[src/rtl/ebsb_pkg.sv]
// shared types and constants for the balanced box split block
package ebsb_pkg;

  localparam int CNT_W   = 16;
  localparam int IDX_W   = 16;
  localparam int OUT_W   = 32;
  localparam int TOT_W   = 33;
  localparam int PROD_W  = 32;
  localparam int RIDX_W  = 3;
  localparam int QDEPTH  = 4;
  localparam int QPTR_W  = 2;
  localparam int NSTAGE  = 16;

  localparam logic [RIDX_W-1:0] REG_COUNT = 3'd0;
  localparam logic [RIDX_W-1:0] REG_LO_X  = 3'd1;
  localparam logic [RIDX_W-1:0] REG_HI_X  = 3'd2;
  localparam logic [RIDX_W-1:0] REG_LO_Y  = 3'd3;
  localparam logic [RIDX_W-1:0] REG_HI_Y  = 3'd4;
  localparam logic [RIDX_W-1:0] REG_LO_Z  = 3'd5;
  localparam logic [RIDX_W-1:0] REG_HI_Z  = 3'd6;

  typedef struct packed {
    logic                      busy;
    logic [CNT_W-1:0]          cnt;
    logic [TOT_W-1:0]          base;
    logic [CNT_W-1:0]          rem;
    logic [1:0]                sd;
    logic                      box_empty;
    logic                      whole;
    logic [2:0][OUT_W-1:0]     lo;
    logic [2:0][OUT_W-1:0]     hi;
  } cfg_t;

  typedef struct packed {
    logic              oor;
    logic [TOT_W-1:0]  prod_b;
    logic [PROD_W-1:0] prod_r;
  } item_t;

  typedef struct packed {
    logic              oor;
    logic [TOT_W-1:0]  prod_b;
    logic [PROD_W-1:0] part;
    logic [IDX_W-1:0]  quo;
  } div_t;

endpackage

[src/rtl/ebsb_front.sv]
// word intake, range check, products and queue toward the back end
module ebsb_front (
  input  logic                        clk,
  input  logic                        rst,
  input  ebsb_pkg::cfg_t              cfg,
  input  logic                        in_valid,
  output logic                        in_ready,
  input  logic [ebsb_pkg::IDX_W-1:0]  piece_index,
  output logic                        q_valid,
  output ebsb_pkg::item_t             q_item,
  input  logic                        q_pop
);

  ebsb_pkg::item_t mem [ebsb_pkg::QDEPTH];
  logic [ebsb_pkg::QPTR_W-1:0] wp;
  logic [ebsb_pkg::QPTR_W-1:0] rp;
  logic [ebsb_pkg::QPTR_W:0]   count;
  logic                        push;
  ebsb_pkg::item_t             item;
  logic [48:0]                 pb;

  assign in_ready = !cfg.busy && (count != (ebsb_pkg::QPTR_W+1)'(ebsb_pkg::QDEPTH));
  assign push     = in_valid && in_ready;
  assign pb       = piece_index * cfg.base;

  always_comb begin
    item.oor    = ({1'b0, piece_index} >= {1'b0, cfg.cnt});
    item.prod_b = pb[ebsb_pkg::TOT_W-1:0];
    item.prod_r = piece_index * cfg.rem;
  end

  always_ff @(posedge clk) begin
    if (push) begin
      mem[wp] <= item;
    end
  end

  always_ff @(posedge clk) begin
    if (rst) begin
      wp    <= '0;
      rp    <= '0;
      count <= '0;
    end else begin
      if (push) begin
        wp <= wp + 1'b1;
      end
      if (q_pop) begin
        rp <= rp + 1'b1;
      end
      count <= count + (ebsb_pkg::QPTR_W+1)'(push) - (ebsb_pkg::QPTR_W+1)'(q_pop);
    end
  end

  assign q_valid = (count != '0);
  assign q_item  = mem[rp];

`ifndef SYNTHESIS
  a_fill: assert property (@(posedge clk) disable iff (rst)
    count <= (ebsb_pkg::QPTR_W+1)'(ebsb_pkg::QDEPTH))
    else $error("queue overfilled");
  a_pop: assert property (@(posedge clk) disable iff (rst)
    q_pop |-> (count != '0))
    else $error("pop from empty queue");
  a_push: assert property (@(posedge clk) disable iff (rst)
    push |-> !cfg.busy)
    else $error("word taken during setup");
`endif

endmodule

[config.mk]
export PLATFORM = sky130hd
export DESIGN_NAME = ebsb_front
export DESIGN_NICKNAME = d
export VERILOG_FILES = /design/src/rtl/ebsb_pkg.sv /design/src/rtl/ebsb_front.sv
export SDC_FILE = /design/constraint.sdc
export NUM_CORES = 2
export LEC_CHECK = 0
export BUFFER_PORTS_ARGS = -buffer_cell sky130_fd_sc_hd__buf_2
export CAP_MARGIN = 20
export CORE_AREA = 2 2 228 230
export DETAILED_ROUTE_END_ITERATION = 10
export DIE_AREA = 0 0 230 232
export GPL_ROUTABILITY_DRIVEN = 0
export GPL_TIMING_DRIVEN = 1
export PLACE_DENSITY_LB_ADDON = 0.05
export SETUP_SLACK_MARGIN = 0.05
export SKIP_LAST_GASP = 1
export SYNTH_ARGS = -nofsm -noshare
export SYNTH_HDL_FRONTEND = slang
export SYNTH_SLANG_ARGS = --single-unit
[constraint.sdc]
create_clock -name clk -period 7.6 [get_ports clk]
set_input_delay 0 -clock clk [delete_from_list [all_inputs] [get_ports clk]]
set_output_delay 0 -clock clk [all_outputs]
set_load 0.05 [all_outputs]
==> results.py <==
metrics = {
    "min_path": {
        "min_path_type": "input pin to register",
    },
    "final_layout": {
        "multiInputGateArea_um2": 19900,
        "antenna_cells": 0,
        "area_delta_synth_final_pct": 7.77,
        "fill_cells": 4146,
        "drive_above_1_share": 0.109,
        "nets": 3895,
        "regArea_um2": 8110,
    },
    "clock_network": {
        "numCtsBuffers": 29,
        "cts_sinks": 273,
        "cts_tree": "built",
        "htreeDepth": 1,
        "clk_pin_slew_ps": 60,
        "clk_path_buf_depth": 3,
        "postCtsSetupBuffers": 0,
        "clkLatencyLatePin_ps": 580,
        "root_buffer": "clkbuf_16",
    },
    "job": {
        "maxCapViolCount": 0,
    },
    "logic_synthesis": {
        "synth_nets": 3807,
        "synth_top_area_frac": 0.335,
        "syn_area_um2": 30700,
        "synth_cells": 2820,
        "yosys_warnings": 0,
        "synthFlopType": "edfxtp_1",
        "ys_ff_latch": 273,
        "synth-async-reset-ratio": 0,
        "synth.most_common_cell": "inv_1",
        "synth_area_leaders": "fa_1, edfxtp_1, ha_1",
        "netlist-cell-type-count": 58,
        "synth_common_cells": "inv_1, fa_1, nand2_1, and2_1, edfxtp_1",
        "yosys.area.top_type": "fa_1",
        "syn_area_per_cell_um2": 10.9,
        "yosysSeqAreaShare": 0.264,
        "synth_edf_count": 264,
    },
    "die": {
        "start_util": 0.603,
        "rows": 83,
        "die_x_um": 230,
        "die_h_um": 232,
        "dieArea_um2": 53400,
        "core_um2": 50900,
        "io_pins": 350,
    },
    "global_route": {
        "grt_use_total": 0.271,
        "antenna_found_initial": 4,
        "grt_pass1_wl_mm": 113,
        "grt_pass1_vias": 21800,
        "grt_max_degree": 67,
        "grt-ovfl-total": 0,
    },
    "setup_path": {
        "critical-path-top-delay-family": "adder cells",
        "worstPathMaxFanout": 44,
        "arrival_ps": 6570,
        "cp.required_ps": 7940,
        "slowest_stage": "buf_2",
        "path_buf_inv": 4,
        "cpMostUsedCell": "fa_1",
        "cp_slowest_stage_delay_ps": 740,
        "crit_path_cell_trace": "buf_2 > and2_1 > fa_1 > inv_1 > fa_1 > fa_1 > fa_1 > inv_1 > fa_1 > fa_1 > ha_1 > and3_1 > nand3_1 > o211ai_1 > buf_4 > o2111ai_1 > a31oi_1 > a21oi_1 > o21ba_2 > xnor2_1",
        "path_class": "input pin to register",
        "start_kind": "input pin",
        "worstSetupEndpointType": "register",
    },
    "timing": {
        "max_freq_ghz": 0.161,
        "period_needed_ps": 6220,
        "slew_headroom": 0.284,
        "setup_ws_ps": 1380,
        "setup_violations": 0,
        "hold_viol": 0,
        "slew_viol_final": 0,
        "fin_skew_ps": 10.3,
        "fin_tns_setup_ps": 0,
        "worst-slew-pin-transition_ps": 1070,
        "post-route-period-util": 0.819,
        "rsz0062_at_grt": "false",
    },
    "route": {
        "wl_mm": 67.8,
        "ant_nets": 0,
        "drt_iter0_drc": 1077,
        "wl_per_cell_um": 18.8,
        "via_per_inst": 5.52,
        "vias": 19900,
        "first_pass_iters": 5,
        "drc": 0,
    },
    "placement": {
        "port_buffers": 153,
        "post-place-ws_ps": 933,
        "hpwl_mm": 50.9,
    },
    "run_status": {
        "status": "completed",
    },
}
final cells by class:
cell class	instances	area share
multi-input cells	1833	0.602
flip-flops and latches	273	0.245
inverters	585	0.0664
repair buffers	186	0.0314
well taps	680	0.0257
clock buffers	35	0.0241
clock inverters	19	0.00477
registers in the layout, indices dropped and copies added (netlist names), named ones only:
name	cells
wp	2
count	3
mem	264
rp	2
stage by stage:
step                      cell area [µm²]  hold slack [ps]  utilization  std cells
after global placement              32100              270        0.630       3552
after floorplan                     30700              165            -       2820
after global routing                33100             44.2        0.650       3611
after CTS                           33100             2.91        0.650       3611
final                               33100             28.3        0.650       3611
after detailed placement            32100              282        0.630       3552
worst register-to-register path: stages, from the launching register on:
cell and delay, ps:
dfxtp_1 410, nor2_1 80, a21oi_1 380, and2_1 270, inv_1 70, ha_1 270, inv_1 50, ha_1 120
inv_1 50, fa_1 400, xor2_1 160, xnor2_1 170, nor2_1 70
cell usage in the layout (no fill, tap or decap), types with 7 or more instances in the layout:
cell type | Yosys | routed
a211o_1 | 9 | 9
a21o_1 | 19 | 19
a21oi_1 | 42 | 42
a31oi_1 | 7 | 7
and2_1 | 266 | 266
buf_2 | 1 | 153
buf_4 | 0 | 27
clkbuf_16 | 0 | 29
clkinv_2 | 0 | 10
dfxtp_1 | 9 | 7
edfxtp_1 | 264 | 264
fa_1 | 513 | 513
ha_1 | 192 | 192
inv_1 | 585 | 585
mux4_2 | 66 | 66
nand2_1 | 434 | 434
nand2b_1 | 10 | 10
nand3_1 | 20 | 20
nor2_1 | 50 | 50
nor2b_1 | 9 | 9
o21a_1 | 13 | 13
o21ai_0 | 23 | 23
o21bai_1 | 8 | 8
xnor2_1 | 61 | 61
xor2_1 | 20 | 20
logic make-up (layout without fill, tap and decap cells):
group                      count (synthesis)  in the layout  share of synthesized area
buffers and inverters                    714            825                     0.0874
DFF                                      273            273                      0.264
AOI/OAI and AO/OA                        156            156                     0.0347
and+or+nand+nor                          822            822                      0.128
xor gates and xnor gates                  81             81                     0.0231
adders and majority gates                705            705                      0.413
muxes                                     69             69                     0.0495
layer usage:
layer	wire (µm)	global-route usage
met3	4170	0.0309
met2	32700	0.448
met1	29200	0.387
met4	1800	0.0696
met5	34	0
what timing repair did:
action                                 4_1_cts  5_1_grt
resized for setup                            0        0
hold buffers                                 5        0
endpoints found under the hold margin       13        0
path summary, 6_finish.rpt:
check | cells past startpoint | startpoint | endpoint | slack (ps)
worst max register to register | 12 | count[1] | count[2] | 4990
worst min-delay path | 2 | cfg[196] | mem[1][0] | 30
worst min register to register | 2 | rp[0] | rp[0] | 530
worst max-delay path | 20 | piece_index[6] | mem[3][60] | 1380
Power is left out: the tool's default activity adds up to more than one toggle a clock period on the data nets, which glitch-free logic cannot reach.
