===== src/rtl/ebsb_pkg.sv =====
// shared types and constants for the balanced box split block
package ebsb_pkg;

  localparam int CNT_W   = 16;
  localparam int IDX_W   = 16;
  localparam int OUT_W   = 32;
  localparam int TOT_W   = 33;
  localparam int PROD_W  = 32;
  localparam int RIDX_W  = 3;
  localparam int QDEPTH  = 4;
  localparam int QPTR_W  = 2;
  localparam int NSTAGE  = 16;

  localparam logic [RIDX_W-1:0] REG_COUNT = 3'd0;
  localparam logic [RIDX_W-1:0] REG_LO_X  = 3'd1;
  localparam logic [RIDX_W-1:0] REG_HI_X  = 3'd2;
  localparam logic [RIDX_W-1:0] REG_LO_Y  = 3'd3;
  localparam logic [RIDX_W-1:0] REG_HI_Y  = 3'd4;
  localparam logic [RIDX_W-1:0] REG_LO_Z  = 3'd5;
  localparam logic [RIDX_W-1:0] REG_HI_Z  = 3'd6;

  typedef struct packed {
    logic                      busy;
    logic [CNT_W-1:0]          cnt;
    logic [TOT_W-1:0]          base;
    logic [CNT_W-1:0]          rem;
    logic [1:0]                sd;
    logic                      box_empty;
    logic                      whole;
    logic [2:0][OUT_W-1:0]     lo;
    logic [2:0][OUT_W-1:0]     hi;
  } cfg_t;

  typedef struct packed {
    logic              oor;
    logic [TOT_W-1:0]  prod_b;
    logic [PROD_W-1:0] prod_r;
  } item_t;

  typedef struct packed {
    logic              oor;
    logic [TOT_W-1:0]  prod_b;
    logic [PROD_W-1:0] part;
    logic [IDX_W-1:0]  quo;
  } div_t;

endpackage


===== src/rtl/ebsb_back.sv =====
// divider pipeline and bound assembly
module ebsb_back #(
  parameter int DIMS = 3
) (
  input  logic                        clk,
  input  logic                        rst,
  input  ebsb_pkg::cfg_t              cfg,
  input  logic                        q_valid,
  input  ebsb_pkg::item_t             q_item,
  output logic                        q_pop,
  output logic                        out_valid,
  input  logic                        out_ready,
  output logic [ebsb_pkg::OUT_W-1:0]  piece_lo_x,
  output logic [ebsb_pkg::OUT_W-1:0]  piece_hi_x,
  output logic [ebsb_pkg::OUT_W-1:0]  piece_lo_y,
  output logic [ebsb_pkg::OUT_W-1:0]  piece_hi_y,
  output logic [ebsb_pkg::OUT_W-1:0]  piece_lo_z,
  output logic [ebsb_pkg::OUT_W-1:0]  piece_hi_z,
  output logic                        piece_empty,
  output logic                        index_out_of_range
);

  logic adv;
  ebsb_pkg::div_t stg [ebsb_pkg::NSTAGE+1];
  logic [ebsb_pkg::NSTAGE:0] vld;

  logic                       f_vld;
  logic                       f_oor;
  logic                       f_zero;
  logic [ebsb_pkg::TOT_W-1:0] f_start;
  logic [ebsb_pkg::TOT_W-1:0] f_end;

  logic [ebsb_pkg::CNT_W:0]   rsum;
  logic                       carry;
  logic [ebsb_pkg::TOT_W-1:0] start_c;
  logic [ebsb_pkg::TOT_W-1:0] end_c;
  logic [2:0][ebsb_pkg::OUT_W-1:0] lo_o;
  logic [2:0][ebsb_pkg::OUT_W-1:0] hi_o;
  logic [2:0][ebsb_pkg::OUT_W-1:0] lo_r;
  logic [2:0][ebsb_pkg::OUT_W-1:0] hi_r;
  logic                       empty_o;

  assign adv   = !out_valid || out_ready;
  assign q_pop = adv && q_valid;

  always_ff @(posedge clk) begin
    if (rst) begin
      vld[0] <= 1'b0;
    end else if (adv) begin
      vld[0] <= q_valid;
    end
  end

  always_ff @(posedge clk) begin
    if (adv) begin
      stg[0].oor    <= q_item.oor;
      stg[0].prod_b <= q_item.prod_b;
      stg[0].part   <= q_item.prod_r;
      stg[0].quo    <= '0;
    end
  end

  for (genvar j = 0; j < ebsb_pkg::NSTAGE; j++) begin : g_div
    localparam int K = ebsb_pkg::NSTAGE - 1 - j;
    logic [ebsb_pkg::PROD_W-1:0] dsh;
    logic                        ge;
    assign dsh = ebsb_pkg::PROD_W'(cfg.cnt) << K;
    assign ge  = (stg[j].part >= dsh);

    always_ff @(posedge clk) begin
      if (rst) begin
        vld[j+1] <= 1'b0;
      end else if (adv) begin
        vld[j+1] <= vld[j];
      end
    end

    always_ff @(posedge clk) begin
      if (adv) begin
        stg[j+1].oor    <= stg[j].oor;
        stg[j+1].prod_b <= stg[j].prod_b;
        stg[j+1].part   <= ge ? stg[j].part - dsh : stg[j].part;
        stg[j+1].quo    <= stg[j].quo | (ebsb_pkg::IDX_W'(ge) << K);
      end
    end
  end

  assign rsum    = {1'b0, stg[ebsb_pkg::NSTAGE].part[ebsb_pkg::CNT_W-1:0]}
                 + {1'b0, cfg.rem};
  assign carry   = (rsum >= {1'b0, cfg.cnt});
  assign start_c = stg[ebsb_pkg::NSTAGE].prod_b
                 + ebsb_pkg::TOT_W'(stg[ebsb_pkg::NSTAGE].quo);
  assign end_c   = start_c + cfg.base + ebsb_pkg::TOT_W'(carry) - ebsb_pkg::TOT_W'(1);

  always_ff @(posedge clk) begin
    if (rst) begin
      f_vld <= 1'b0;
    end else if (adv) begin
      f_vld <= vld[ebsb_pkg::NSTAGE];
    end
  end

  always_ff @(posedge clk) begin
    if (adv) begin
      f_oor   <= stg[ebsb_pkg::NSTAGE].oor;
      f_zero  <= (cfg.base == '0) && !carry;
      f_start <= start_c;
      f_end   <= end_c;
    end
  end

  always_comb begin
    lo_o = '0;
    hi_o = '0;
    for (int d = 0; d < 3; d++) begin
      if (d < DIMS) begin
        if (f_oor || (!cfg.whole && f_zero)) begin
          lo_o[d] = ebsb_pkg::OUT_W'(1);
          hi_o[d] = '0;
        end else if (!cfg.whole && cfg.sd == 2'(d)) begin
          lo_o[d] = cfg.lo[d] + f_start[ebsb_pkg::OUT_W-1:0];
          hi_o[d] = cfg.lo[d] + f_end[ebsb_pkg::OUT_W-1:0];
        end else begin
          lo_o[d] = cfg.lo[d];
          hi_o[d] = cfg.hi[d];
        end
      end
    end
    if (f_oor) begin
      empty_o = 1'b1;
    end else if (cfg.whole) begin
      empty_o = cfg.box_empty;
    end else begin
      empty_o = f_zero;
    end
  end

  always_ff @(posedge clk) begin
    if (rst) begin
      out_valid <= 1'b0;
    end else if (adv) begin
      out_valid <= f_vld;
    end
  end

  always_ff @(posedge clk) begin
    if (adv) begin
      lo_r               <= lo_o;
      hi_r               <= hi_o;
      piece_empty        <= empty_o;
      index_out_of_range <= f_oor;
    end
  end

  assign piece_lo_x = lo_r[0];
  assign piece_hi_x = hi_r[0];
  assign piece_lo_y = lo_r[1];
  assign piece_hi_y = hi_r[1];
  assign piece_lo_z = lo_r[2];
  assign piece_hi_z = hi_r[2];

endmodule

===== config.mk =====
export PLATFORM = sky130hd
export DESIGN_NAME = ebsb_back
export DESIGN_NICKNAME = d
export VERILOG_FILES = /design/src/rtl/ebsb_pkg.sv /design/src/rtl/ebsb_back.sv
export SDC_FILE = /design/constraint.sdc
export NUM_CORES = 2
export LEC_CHECK = 0
export ABC_AREA = 1
export BUFFER_PORTS_ARGS = -buffer_cell sky130_fd_sc_hd__clkbuf_2
export CORE_MARGIN = 1
export CORE_UTILIZATION = 56
export CTS_CLUSTER_SIZE = 30
export DETAILED_ROUTE_END_ITERATION = 8
export PLACE_DENSITY = 0.76
export SLEW_MARGIN = 20
export SYNTH_ARGS = -nofsm -noshare
export SYNTH_HDL_FRONTEND = slang
export SYNTH_SLANG_ARGS = --single-unit

===== constraint.sdc =====
create_clock -name clk -period 51.5 [get_ports clk]
set_input_delay 7.725 -clock clk [delete_from_list [all_inputs] [get_ports clk]]
set_output_delay 7.725 -clock clk [all_outputs]
set_load 0.02 [all_outputs]

==> results by group <==
Die
  • Full die area: approximately 160000 um2
  • Initial Utilization: 56.50%
  • DIE HEIGHT: about 400 um
  • Core Rows: 145
  • Core area: 156600 um2
  • Die W: 399.5 um
  • IO Pins: ~530

Timing
  • RSZ-0062 raised after global routing: no
  • Hold Fails Final Rpt: 0
  • Clock Skew: about 0.087 ns
  • Setup TNS: 0 ns
  • Max_slew headroom: between 20% and 30%
  • Slew @ Worst Pin: 1.125 ns
  • Final Max Slew Viols: 0
  • Final worst path period share: 33.52%
  • Setup-failing EPs final: 0
  • Final period demand of the worst path: around 17 ns
  • Final worst slack: 34.24 ns
  • Fmax: 57.93 MHz

Clock tree
  • Cts bufs inserted: between 150 and 200
  • Clk sinks: 1504
  • CTS max path bufs: 3
  • CTS H-tree lvls: 4
  • Reg clk slew, reported paths: around 0.070 ns
  • Clock Latency Late Sink: 0.87 ns
  • # Post-CTS Setup Buffers: 0
  • CTS tree: built
  • Hold_buf cts: 0
  • Root buf cell: clkbuf_16
  • Post-CTS sizing: 0

Critical path
  • Worst setup SP type: input port
  • Worst path required time: 43.78 ns
  • CP most frequent cell: clkbuf_2
  • Setup Crit Path Kind: input port to output port
  • Endpoint class of the critical path: output port
  • CP max-delay cell: inv_8
  • Crit path cell chain: clkbuf_2 > nor2_1 > buf_4 > inv_8 > nand2_1 > inv_1 > clkbuf_2
  • Worst Path Max Fanout: 170
  • Slowest stage delay, CP: 0.78 ns
  • Crit path DAT: 9.54 ns

Power and ir drop
  • Clock network power share: 21.9%
  • Combinational Power Share: 42.1%
  • Pleak: 44.08 nW
  • Sw Pwr: 2.277 mW
  • Maximum VDD drop: 0.04184 mV
  • Sequential power share: 36.0%
  • P_int: 3.099 mW
  • Total Power: 5.376 mW
  • Switching part of the total: between 40% and 50%
  • P per Cell Area: roughly 54 nW/um2

Global route
  • Gr ovfl total: 0
  • Largest net degree at the start of global routing: 218
  • Initial antenna violation count: 12
  • Gr usage total: 35.97%
  • Global-route wire length before repair: between 400 and 500 mm
  • Vias in the first global route: 69590

Logic synthesis
  • Syn Inst Count: 9916
  • Async set-or-reset flop fraction in the synthesized netlist: 0%
  • Top FF cell, synth: edfxtp_1
  • Post-Synth XOR/XNOR Area: 3.406%
  • Synth Cell Area: 88470 um2
  • Cell taking the most area after synthesis: edfxtp_1
  • Yosys top cell area share: just over 50%
  • FF+latch count, synth: 1504
  • Post-Synth Adder-Cell Area: 8.373%
  • EDFF count, synth: 1485
  • Top cells by area, synth: edfxtp_1, nand2_1, ha_1
  • Synth Area in Compound Gates: 9.617%
  • Post-synthesis mux area share: 0%
  • Fraction of the yosys area taken by sequential cells: 50.84%
  • Post-Synth Simple-Gate Area: 21.64%
  • Most frequent cell after synthesis: nand2_1
  • Post-synth top cells: nand2_1, edfxtp_1, inv_1
  • Total number of yosys warnings: 0
  • Largest family of logic cells by synthesized area: simple AND/OR/NAND/NOR gates
  • Synthesized Nets: 10830
  • Syn_area_per_cell: 8.922 um2
  • Post-synth cell types: 63

Layout
  • Post-route cell area: 98880 um2
  • Final Util: a little over three fifths
  • Layout cells sized above 1: between 9 and 10%
  • Final net count: 11450
  • Syn-to-layout area delta: 11.77%

Placement
  • Placement Cell Area: 93450 um2
  • Port Buf Inserts: 525
  • DP HPWL: about 220 mm
  • Placer congestion estimate: 1.015
  • Pre-CTS WS: 34.35 ns

Routing
  • Routed Antenna Nets: 0
  • Vias post-DR: 73650
  • Avg WL per Cell: 22.97 um
  • First-pass DRT Iterations: 6
  • Total wire length: 292.5 mm
  • Via-to-Cell Ratio: 5.784
  • Drt drc: 0
  • Detailed Route Iter0 Violations: 7026

Worst hold path
  • Worst Hold Class: flip-flop to flip-flop

Outcome
  • Run status: complete, no violations

Run
  • Max_cap viols: 0
power groups by stage:
stage / registers [mW] / clock network, mW / logic, mW
floorplan: 1.80 / 0 / 1.58
global placement: 1.94 / 0 / 2.17
detailed placement: 1.94 / 0 / 2.20
CTS: 1.92 / 1.19 / 2.22
global route: 1.94 / 1.23 / 2.51
finish: 1.94 / 1.18 / 2.26
routing by layer:
metal,GRT usage [%],vias up,routed length (um)
met1,45.47,34420,116100
met4,21.63,6,20020
met3,6.353,782,23620
li1,-,34860,-
met5,0,-,37
met2,57.78,3584,132700
placed cells by master, fill, tap and decap left out, types with 19 or more instances in the layout:
| master | n |
|---|---|
| a21o_1 | 49 |
| a21oi_1 | 630 |
| a21oi_2 | 26 |
| a31oi_1 | 21 |
| buf_4 | 58 |
| clkbuf_1 | 25 |
| clkbuf_16 | 154 |
| clkbuf_2 | 525 |
| clkinv_1 | 27 |
| clkinv_2 | 27 |
| dfxtp_1 | 19 |
| edfxtp_1 | 1485 |
| fa_1 | 25 |
| ha_1 | 552 |
| inv_1 | 1229 |
| nand2_1 | 2430 |
| nand3_1 | 548 |
| nand3b_1 | 59 |
| nand4_1 | 151 |
| nor2_1 | 1122 |
| nor3_1 | 120 |
| nor4_1 | 42 |
| o21a_1 | 50 |
| o21ai_0 | 488 |
| o21ai_1 | 115 |
| o21ai_2 | 29 |
| o21bai_1 | 66 |
| or2_2 | 39 |
| xnor2_1 | 149 |
| xor2_1 | 195 |
per-stage QoR:
step           hold slack (ns)  std cells
2_1_floorplan           0.4003       9916
3_3_place_gp            0.4002      12440
3_5_place_dp            0.4045      12440
4_1_cts                 0.3703      12720
5_1_grt                 0.3780      12730
6_report                0.3757      12740
final timing paths:
path | from | endpoint | slack [ns] | cells past startpoint
worst min-delay path | stg[12][9] | stg[13][9] | 0.38 | 0
worst min register to register | stg[12][9] | stg[13][9] | 0.38 | 0
worst max register to register | stg[16][16] | f_end[23] | 45.42 | 28
worst max-delay path | out_ready | q_pop | 34.24 | 7
sequential cells by signal, summed over array words and instances (netlist names):
| register | flops |
|---|---|
| index_out_of_range | 1 |
| f_vld | 1 |
| f_zero | 1 |
| piece_lo_x | 32 |
| f_start | 32 |
| vld | 17 |
| f_end | 32 |
| stg | 1225 |
| piece_lo_y | 32 |
| f_oor | 1 |
| piece_lo_z | 32 |
| piece_hi_x | 32 |
| piece_hi_z | 32 |
| piece_hi_y | 32 |
| out_valid | 1 |
| piece_empty | 1 |
cells by family (layout without fill, tap and decap cells):
family | Yosys count | in the layout
AO/OA/AOI/OAI | 1533 | 1533
adder cells (fa/ha/maj) | 577 | 577
flip-flops | 1504 | 1504
buffers and inverters | 1374 | 2125
other | 0 | 10
AND/OR/NAND/NOR | 4584 | 4584
XOR/XNOR | 344 | 344
layout make-up:
cell class                 count  area (um2)
multi-input combinational   7038       38080
inverter                    1253        4718
sequential                  1504       44970
clock buffer                 184        4016
tap                         2058        2575
fill                       12750       57690
clock inverter               101        1338
antenna                       10       25.02
timing repair buffer         587        3151
worst max-delay path: cells and delay by family:
| kind | cells | cell delay (ns) |
|---|---|---|
| buffers and inverters | 5 | 1.40 |
| and+or+nand+nor | 2 | 0.31 |
Power figures use the tool's default switching activity.
