**src/rtl/ebsb_pkg.sv**
```systemverilog
// shared types and constants for the balanced box split block
package ebsb_pkg;

  localparam int CNT_W   = 16;
  localparam int IDX_W   = 16;
  localparam int OUT_W   = 32;
  localparam int TOT_W   = 33;
  localparam int PROD_W  = 32;
  localparam int RIDX_W  = 3;
  localparam int QDEPTH  = 4;
  localparam int QPTR_W  = 2;
  localparam int NSTAGE  = 16;

  localparam logic [RIDX_W-1:0] REG_COUNT = 3'd0;
  localparam logic [RIDX_W-1:0] REG_LO_X  = 3'd1;
  localparam logic [RIDX_W-1:0] REG_HI_X  = 3'd2;
  localparam logic [RIDX_W-1:0] REG_LO_Y  = 3'd3;
  localparam logic [RIDX_W-1:0] REG_HI_Y  = 3'd4;
  localparam logic [RIDX_W-1:0] REG_LO_Z  = 3'd5;
  localparam logic [RIDX_W-1:0] REG_HI_Z  = 3'd6;

  typedef struct packed {
    logic                      busy;
    logic [CNT_W-1:0]          cnt;
    logic [TOT_W-1:0]          base;
    logic [CNT_W-1:0]          rem;
    logic [1:0]                sd;
    logic                      box_empty;
    logic                      whole;
    logic [2:0][OUT_W-1:0]     lo;
    logic [2:0][OUT_W-1:0]     hi;
  } cfg_t;

  typedef struct packed {
    logic              oor;
    logic [TOT_W-1:0]  prod_b;
    logic [PROD_W-1:0] prod_r;
  } item_t;

  typedef struct packed {
    logic              oor;
    logic [TOT_W-1:0]  prod_b;
    logic [PROD_W-1:0] part;
    logic [IDX_W-1:0]  quo;
  } div_t;

endpackage

```
**src/rtl/ebsb_setup.sv**
```systemverilog
// configuration registers and per-setup split divider
module ebsb_setup #(
  parameter int DIMS = 3,
  parameter int CW   = 32
) (
  input  logic                          clk,
  input  logic                          rst,
  input  logic                          cfg_we,
  input  logic [ebsb_pkg::RIDX_W-1:0]   cfg_index,
  input  logic [ebsb_pkg::OUT_W-1:0]    cfg_data,
  output ebsb_pkg::cfg_t                cfg
);

  localparam int SH = ebsb_pkg::OUT_W - CW;
  localparam logic [1:0] ST_IDLE = 2'd0;
  localparam logic [1:0] ST_LOAD = 2'd1;
  localparam logic [1:0] ST_DIV  = 2'd2;

  logic [1:0]                   state;
  logic [ebsb_pkg::CNT_W-1:0]   cnt;
  logic [5:0][ebsb_pkg::OUT_W-1:0] box;
  logic [ebsb_pkg::TOT_W-1:0]   dvd;
  logic [ebsb_pkg::CNT_W-1:0]   r;
  logic [5:0]                   stp;
  logic [1:0]                   sd;
  logic                         box_empty;

  logic [2:0][ebsb_pkg::OUT_W-1:0] lo_c;
  logic [2:0][ebsb_pkg::OUT_W-1:0] hi_c;
  logic [ebsb_pkg::TOT_W-1:0]   tot;
  logic [1:0]                   sd_next;
  logic                         empty_next;
  logic [33:0]                  ext;
  logic [ebsb_pkg::CNT_W:0]     t;
  logic                         qbit;

  always_comb begin
    for (int d = 0; d < 3; d++) begin
      lo_c[d] = ebsb_pkg::OUT_W'($signed(box[2*d] << SH) >>> SH);
      hi_c[d] = ebsb_pkg::OUT_W'($signed(box[2*d+1] << SH) >>> SH);
    end
  end

  always_comb begin
    tot = '0;
    sd_next = 2'd0;
    empty_next = 1'b0;
    ext = '0;
    for (int d = 0; d < 3; d++) begin
      if (d < DIMS) begin
        ext = {{2{hi_c[d][ebsb_pkg::OUT_W-1]}}, hi_c[d]}
            - {{2{lo_c[d][ebsb_pkg::OUT_W-1]}}, lo_c[d]} + 34'd1;
        if ($signed(lo_c[d]) > $signed(hi_c[d])) begin
          empty_next = 1'b1;
        end
        if (d == 0 || ext[ebsb_pkg::TOT_W-1:0] > tot) begin
          tot = ext[ebsb_pkg::TOT_W-1:0];
          sd_next = 2'(d);
        end
      end
    end
  end

  assign t    = {r, dvd[ebsb_pkg::TOT_W-1]};
  assign qbit = (t >= {1'b0, cnt});

  always_ff @(posedge clk) begin
    if (rst) begin
      state <= ST_LOAD;
      cnt   <= ebsb_pkg::CNT_W'(1);
      box   <= '0;
    end else if (cfg_we) begin
      state <= ST_LOAD;
      case (cfg_index)
        ebsb_pkg::REG_COUNT: cnt    <= cfg_data[ebsb_pkg::CNT_W-1:0];
        ebsb_pkg::REG_LO_X:  box[0] <= cfg_data;
        ebsb_pkg::REG_HI_X:  box[1] <= cfg_data;
        ebsb_pkg::REG_LO_Y:  box[2] <= cfg_data;
        ebsb_pkg::REG_HI_Y:  box[3] <= cfg_data;
        ebsb_pkg::REG_LO_Z:  box[4] <= cfg_data;
        ebsb_pkg::REG_HI_Z:  box[5] <= cfg_data;
        default: ;
      endcase
    end else begin
      case (state)
        ST_LOAD: begin
          state <= ST_DIV;
        end
        ST_DIV: begin
          if (stp == 6'(ebsb_pkg::TOT_W - 1)) begin
            state <= ST_IDLE;
          end
        end
        default: ;
      endcase
    end
  end

  always_ff @(posedge clk) begin
    if (state == ST_LOAD) begin
      dvd       <= tot;
      r         <= '0;
      stp       <= '0;
      sd        <= sd_next;
      box_empty <= empty_next;
    end else if (state == ST_DIV) begin
      dvd <= {dvd[ebsb_pkg::TOT_W-2:0], qbit};
      r   <= qbit ? ebsb_pkg::CNT_W'(t - {1'b0, cnt}) : t[ebsb_pkg::CNT_W-1:0];
      stp <= stp + 6'd1;
    end
  end

  always_comb begin
    cfg.busy      = (state != ST_IDLE);
    cfg.cnt       = cnt;
    cfg.base      = dvd;
    cfg.rem       = r;
    cfg.sd        = sd;
    cfg.box_empty = box_empty;
    cfg.whole     = box_empty || (cnt == ebsb_pkg::CNT_W'(1));
    cfg.lo        = lo_c;
    cfg.hi        = hi_c;
  end

`ifndef SYNTHESIS
  a_write_busy: assert property (@(posedge clk) disable iff (rst)
    cfg_we |=> (state == ST_LOAD))
    else $error("setup not restarted after write");
  a_step_range: assert property (@(posedge clk) disable iff (rst)
    (state == ST_DIV) |-> (stp < 6'(ebsb_pkg::TOT_W)))
    else $error("divider step overrun");
`endif

endmodule

```
**config.mk**
```make
export PLATFORM = sky130hd
export DESIGN_NAME = ebsb_setup
export DESIGN_NICKNAME = d
export VERILOG_FILES = /design/src/rtl/ebsb_pkg.sv /design/src/rtl/ebsb_setup.sv
export SDC_FILE = /design/constraint.sdc
export NUM_CORES = 1
export LEC_CHECK = 0
export ABC_CLOCK_PERIOD_IN_PS = 11060
export BUFFER_PORTS_ARGS = -buffer_cell sky130_fd_sc_hd__buf_4
export CELL_PAD_IN_SITES_DETAIL_PLACEMENT = 2
export CELL_PAD_IN_SITES_GLOBAL_PLACEMENT = 2
export CORE_MARGIN = 2
export CORE_UTILIZATION = 34
export DETAILED_ROUTE_END_ITERATION = 10
export PLACE_DENSITY = 0.88
export SETUP_SLACK_MARGIN = 0.15
export SLEW_MARGIN = 30
export SYNTH_ARGS = -nofsm -noshare
export SYNTH_HDL_FRONTEND = slang
export SYNTH_SLANG_ARGS = --single-unit
```
**constraint.sdc**
```tcl
create_clock -name clk -period 11.06 [get_ports clk]
set_clock_uncertainty 0.15 [all_clocks]
set_input_delay 2.212 -clock clk [delete_from_list [all_inputs] [get_ports clk]]
set_output_delay 2.212 -clock clk [all_outputs]
set_load 0.02 [all_outputs]
```
==> results of run 1 <==
==> state kept, by name, indices dropped and copies added (netlist names) <==
register,cells
cfg,192
dvd,33
cnt,16
r,16
stp,6
sd,2
state,2
box_empty,1
==> per-stage QoR <==
| step | hold WS [ns] | cell area (sq um) | utilization [%] | cells |
|---|---|---|---|---|
| after floorplan | 0.3012 | 21390 | - | 2752 |
| after global placement | 0.3106 | 24450 | 39.47 | 3802 |
| after detailed placement | 0.3210 | 24470 | 39.50 | 3803 |
| after global routing | 0.3521 | 25710 | 41.51 | 3868 |
| final | 0.3253 | 25710 | 41.51 | 3868 |
| after CTS | 0.3283 | 25690 | 41.47 | 3868 |
==> area by class of cell <==
cell class,instances,share of cell area [%]
Timing Repair Buffer,315,9.257
Multi-Input combinational cell,2090,55.38
Inverter,293,4.278
Sequential cell,268,22.27
Tap cell,837,4.074
Clock inverter,17,0.8663
Clock buffer,48,3.879
==> critical path, delay by kind of cell (launching register included) <==
family          cells  cell delay, ns
fa+ha+maj           4            1.28
compound gates     14            4.59
mux                 1            0.27
xor+xnor            1            0.25
buf+inv             4            0.61
flops               1            0.37
simple gates        8            2.17
==> per-layer routing <==
layer | wire length, microns | vias up
li1 | - | 9962
met1 | 38230 | 10830
met2 | 47640 | 499
met3 | 4315 | 176
met4 | 4202 | 0
met5 | 0 | -
==> final timing paths <==
check | start | to | slack (ns) | cells after the start
worst max-delay path | cfg[6] | dvd[9] | 1.08 | 32
worst min-delay path | cfg[128] | cfg[128] | 0.33 | 2
worst max register to register | cfg[6] | dvd[9] | 1.08 | 32
worst min register to register | cfg[128] | cfg[128] | 0.33 | 2
==> where the power goes <==
part	internal (W)	switching, W	leakage (nW)
combinational	0.000887	0.00150	8.47
clock	0.000754	0.000509	0.603
sequential	0.00114	0.000104	2.24
total	0.00278	0.00211	11.3
==> cell families (layout without fill, tap and decap cells) <==
family	count (synthesis)	count (layout)
XOR/XNOR	95	95
buffers and inverters	394	673
adder cells (fa/ha/maj)	370	370
flip-flops	268	268
AND/OR/NAND/NOR	849	849
multiplexers	44	44
AO/OA/AOI/OAI	732	732
==> placed cells by master (no fill, tap or decap), types with 6 or more instances in the layout <==
cell	count
a211oi_1	20
a21boi_0	6
a21o_1	85
a21oi_1	344
a221o_1	6
a22oi_1	9
a31oi_1	10
and3_1	11
and4_1	8
buf_4	313
clkbuf_1	8
clkbuf_16	37
clkinv_2	7
dfxtp_1	232
edfxtp_1	36
ha_1	364
inv_1	293
mux2_2	7
mux2i_1	34
nand2_1	505
nand2b_1	15
nand3_1	38
nand4_1	47
nor2_1	113
nor2b_1	30
nor3_1	29
nor4_1	6
o2111ai_1	12
o211ai_1	10
o21a_1	33
o21ai_0	104
o21bai_1	18
o221ai_1	10
o31ai_1	10
or2_2	9
or3_1	9
xnor2_1	68
xor2_1	27
==> results.cfg, run 1 <==
[synth]
yosys_warnings = 0
syn_inst = 2752
synth_flop_cell = dfxtp_1
seq_area_frac_synth_pct = 26.76
synth_largest_area_cell = dfxtp_1
async_flop_share_pct = 0
syn_area_per_cell_sq_um = 7.773
synth_edf_count = 36
yosys-top-cells-count = 506 x nand2_1, 365 x ha_1, 344 x a21oi_1
ys_types = 77
syn_nets = 3160
synth.top_cell.area_share_pct = 21.71
synth_mux_area_share_pct = 2.158
ys_top_cells_by_area = dfxtp_1 22%, ha_1 21%, nand2_1 8.9%
yosys.area_share.simple_pct = 17.33
synth_top_family_by_area = adder cells
synth_adder_area_share_pct = 21.82
synth_compound_area_share_pct = 21.03
ys_ff_latch = 268
yosys.area_share.xor_xnor_pct = 3.890
synth_area_sq_um = 21390
synth.most_common_cell = nand2_1

[timing]
setup_viol = 0
max_freq_mhz = 100.2
min_period_ns = 9.980
fin_ws_ns = 1.080
max-slew-margin-rel_pct = 33.50
final-hold-violation-count = 0
setup_tns_ns = 0
worstMarginPinSlew_ns = 0.9976
drv_slew = 0
period_share_pct = 90.24
rsz0062_at_grt = false

[worst_setup_path]
arrival_ns = 10.11
crit_fanout = 16
critPathMaxStageDelay_ns = 0.68
cp-end-kind = flip-flop
required_ns = 11.19
path_class = reg2reg
start_kind = flip-flop
slowest_stage = a311oi_1

[job]
drv_cap = 0

[clock_network]
clock_path_buffers = 3
cts_resized = 0
numCtsBuffers = 37
root_buffer = clkbuf_16
clock-sinks = 268
clock_latency_ns = 0.56
hold_buffers = 0
htreeDepth = 2
cts_tree = built
cts.reportedPaths.clkPinSlew_ns = 0.06
post_cts_buffers = 0

[floorplan]
initial_core_util_pct = 34.54
core_sq_um = 61940
rows = 91
fp.dieW_microns = 254.8
pin_count = 300
dieHeight_microns = 254.8
die_area_sq_um = 64940

[layout]
syn_to_final_growth_pct = 20.18
seqCellArea_sq_um = 5725
num_antenna_cells = 0
multi_input_area_sq_um = 14240
finish.net_count = 3413
fillers = 7102
layout-drive-gt1-share_pct = 13.69

[grt]
antenna_found_initial = 0
grt_max_degree = 142
grt_pass1_vias = 23770
use_met3_pct = 4.515
grt_pass1_wl_microns = 142900
grt_remaining_overflow = 0
grt-busiest-layer = met2
grtUsageMet2_pct = 52.08
grt_util_all_layers_pct = 28.53
grt_use_met1_pct = 32.84

[placement]
globalplace.congestion = 0.9345
dpl.hpwl_microns = 73410
portBuffers = 299
place_ws_ns = 0.8148

[power]
power.density_nw_per_um2 = 190.1
leakage_nw = 11.32
irDropWorstVdd_mv = 0.1100
power.total_w = 0.004887

[route]
drtPass1Iterations = 7
wirelength_microns = 94380
post_drt_wl_per_cell_microns = 24.40
dr.first_iter.drc_count = 1036
vias = 21470
drtAntennaViolNets = 0
viasPerCell = 5.549
post-route-drc-count = 0

[min_path]
min_path_type = reg2reg

[run_status]
status = finished clean
(Power assumes the default switching activity.)
==> run 2: changes to the inputs <==
BUFFER_PORTS_ARGS = -buffer_cell sky130_fd_sc_hd__buf_2   (was -buffer_cell sky130_fd_sc_hd__buf_4)
CELL_PAD_IN_SITES_DETAIL_PLACEMENT = 1   (was 2)
CELL_PAD_IN_SITES_GLOBAL_PLACEMENT = 1   (was 2)
CORE_UTILIZATION = 44   (was 34)
PLACE_DENSITY = 0.9   (was 0.88)
==> run 2 against run 1 <==
- global-route usage increased by 3.3 points
- hold slack got worse by 0.00072 ns
- register-to-register slack better by 0.39 ns
- cell area shrank 4.2%
- wire length is 14% lower
- die area decreased by 22%
- final cell count decreased by 5.8%
- critical path depth rose by 4
- total power fell by 4.3%
- sequential power about the same
- flip-flop and latch count did not move
- critical path type unchanged
- largest cell class unchanged
- largest power group unchanged
- highest routed layer unchanged
==> results.cfg, run 2 (synthesized netlist as in run 1, its figures left out) <==
[worst_setup_path]
crit-reg2reg-launch = cfg[33]
cp_common_cell = inv_1
critPathMaxStageDelay_ns = 0.65
path_class = reg2reg
crit_family = compound AO/OA/AOI/OAI gates
slowest_stage = o21ai_0
required_ns = 11.19
worstSetupStartpoint = cfg[33]
start_kind = flip-flop
arrival_ns = 9.73
cp-end-kind = flip-flop
cp_num_buf_inv = 5
crit_fanout = 15

[layout]
largest_register_ffs = 192
fillers = 6001
finish.net_count = 3413
layout.cells.non_filler = 3644
final_common_cell = nand2_1
syn_to_final_growth_pct = 15.15
final_cell_mix = 505 x nand2_1, 364 x ha_1, 344 x a21oi_1
layout-drive-gt1-share_pct = 13.70
num_antenna_cells = 0

[route]
wirelength_microns = 81350
drtAntennaViolNets = 0
drtPass1Iterations = 5
viasPerCell = 5.829
post-route-drc-count = 0
dr.first_iter.drc_count = 1261
vias = 21240
post_drt_wl_per_cell_microns = 22.32

[grt]
grt_remaining_overflow = 0
grt_max_degree = 120
grt_pass1_vias = 22240
grt_pass1_wl_microns = 125800
grt_util_all_layers_pct = 31.78
antenna_found_initial = 0

[power]
leakage_nw = 11.24
irDropWorstVdd_mv = 0.1358
power.density_nw_per_um2 = 189.8

[placement]
portBuffers = 299
placed_cells = 3583
dpl.hpwl_microns = 63330
globalplace.congestion = 0.9511

[clock_network]
numCtsBuffers = 35
post_cts_buffers = 0
hold_buffers = 0
clock_path_buffers = 3
htreeDepth = 2
cts_tree = built
clock-sinks = 268
clock_latency_ns = 0.59
root_buffer = clkbuf_16
cts_resized = 0
cts.reportedPaths.clkPinSlew_ns = 0.06

[timing]
max-slew-margin-rel_pct = 32.63
setup_tns_ns = 0
min_period_ns = 9.594
max_freq_mhz = 104.2
drv_slew = 0
rsz0062_at_grt = false
final-hold-violation-count = 0
period_share_pct = 86.75
worstMarginPinSlew_ns = 1.011
setup_viol = 0

[min_path]
min_path_type = reg2reg
hold_path.startpoint = cfg[95]

[run_status]
status = finished clean

[floorplan]
dieHeight_microns = 224.5
initial_core_util_pct = 44.71
pin_count = 300
core_sq_um = 47850
fp.dieW_microns = 224.5
die_area_sq_um = 50400
rows = 80

[job]
drv_cap = 0
## run 2: cell count changes in the layout (fill, tap and decap cells not counted), moves of 3 or more
cell	change
buf_2	+298
buf_4	-296
bufinv_16	-4
clkbuf_1	-5
clkinvlp_4	+3
nand3_1	+3
nand3_2	-3
## run 2: per-stage QoR
| step | cell area (sq um) | util, % | total power (W) | setup WS (ns) | hold slack [ns] |
|---|---|---|---|---|---|
| after floorplan | 21390 | - | 0.002733 | 3.010 | 0.3012 |
| after detailed placement | 23440 | 48.98 | 0.003453 | 1.627 | 0.3177 |
| after CTS | 24630 | 51.47 | 0.004661 | 1.434 | 0.3262 |
| final | 24630 | 51.48 | 0.004676 | 1.466 | 0.3245 |
| after global routing | 24630 | 51.48 | 0.004933 | 0.7079 | 0.3597 |
| after global placement | 23420 | 48.95 | 0.003343 | 2.049 | 0.3050 |
## run 2: area by class of cell
class / count / area (sq um) / area share (%)
inverter: 293 / 1100 / 4.465
sequential: 268 / 5725 / 23.24
timing repair buffer: 317 / 1642 / 6.664
clock inverter: 16 / 185.2 / 0.7518
tap: 615 / 769.5 / 3.124
clock buffer: 45 / 1006 / 4.084
multi-input combinational: 2090 / 14200 / 57.67
## run 2: worst paths after layout
path | end | slack (ns) | cells past startpoint
worst min-delay path | cfg[95] | 0.32 | 2
worst max register to register | dvd[14] | 1.47 | 36
worst min register to register | cfg[95] | 0.32 | 2
worst max-delay path | dvd[14] | 1.47 | 36
## run 2: worst register-to-register path: cells and delay by family (launching register included)
kind            cells  cell delay (ns)
mux                 1             0.26
compound gates     17             4.54
buf+inv             5             0.67
fa+ha+maj           5             1.31
simple gates        8             2.03
flops               1             0.35
## run 2: per-layer routing
metal | track usage, % | vias up | wire, microns
li1 | - | 9963 | -
met4 | 17.77 | 0 | 4965
met5 | 0 | - | 0
met3 | 6.205 | 236 | 4939
met2 | 54.71 | 670 | 38850
met1 | 37.02 | 10370 | 32600
## run 2: power by group
| part | internal, W | total [W] | switching, W |
|---|---|---|---|
| Sequential | 0.00114 | 0.00123 | 0.0000969 |
| Combinational | 0.000828 | 0.00226 | 0.00143 |
| Clock | 0.000679 | 0.00119 | 0.000508 |
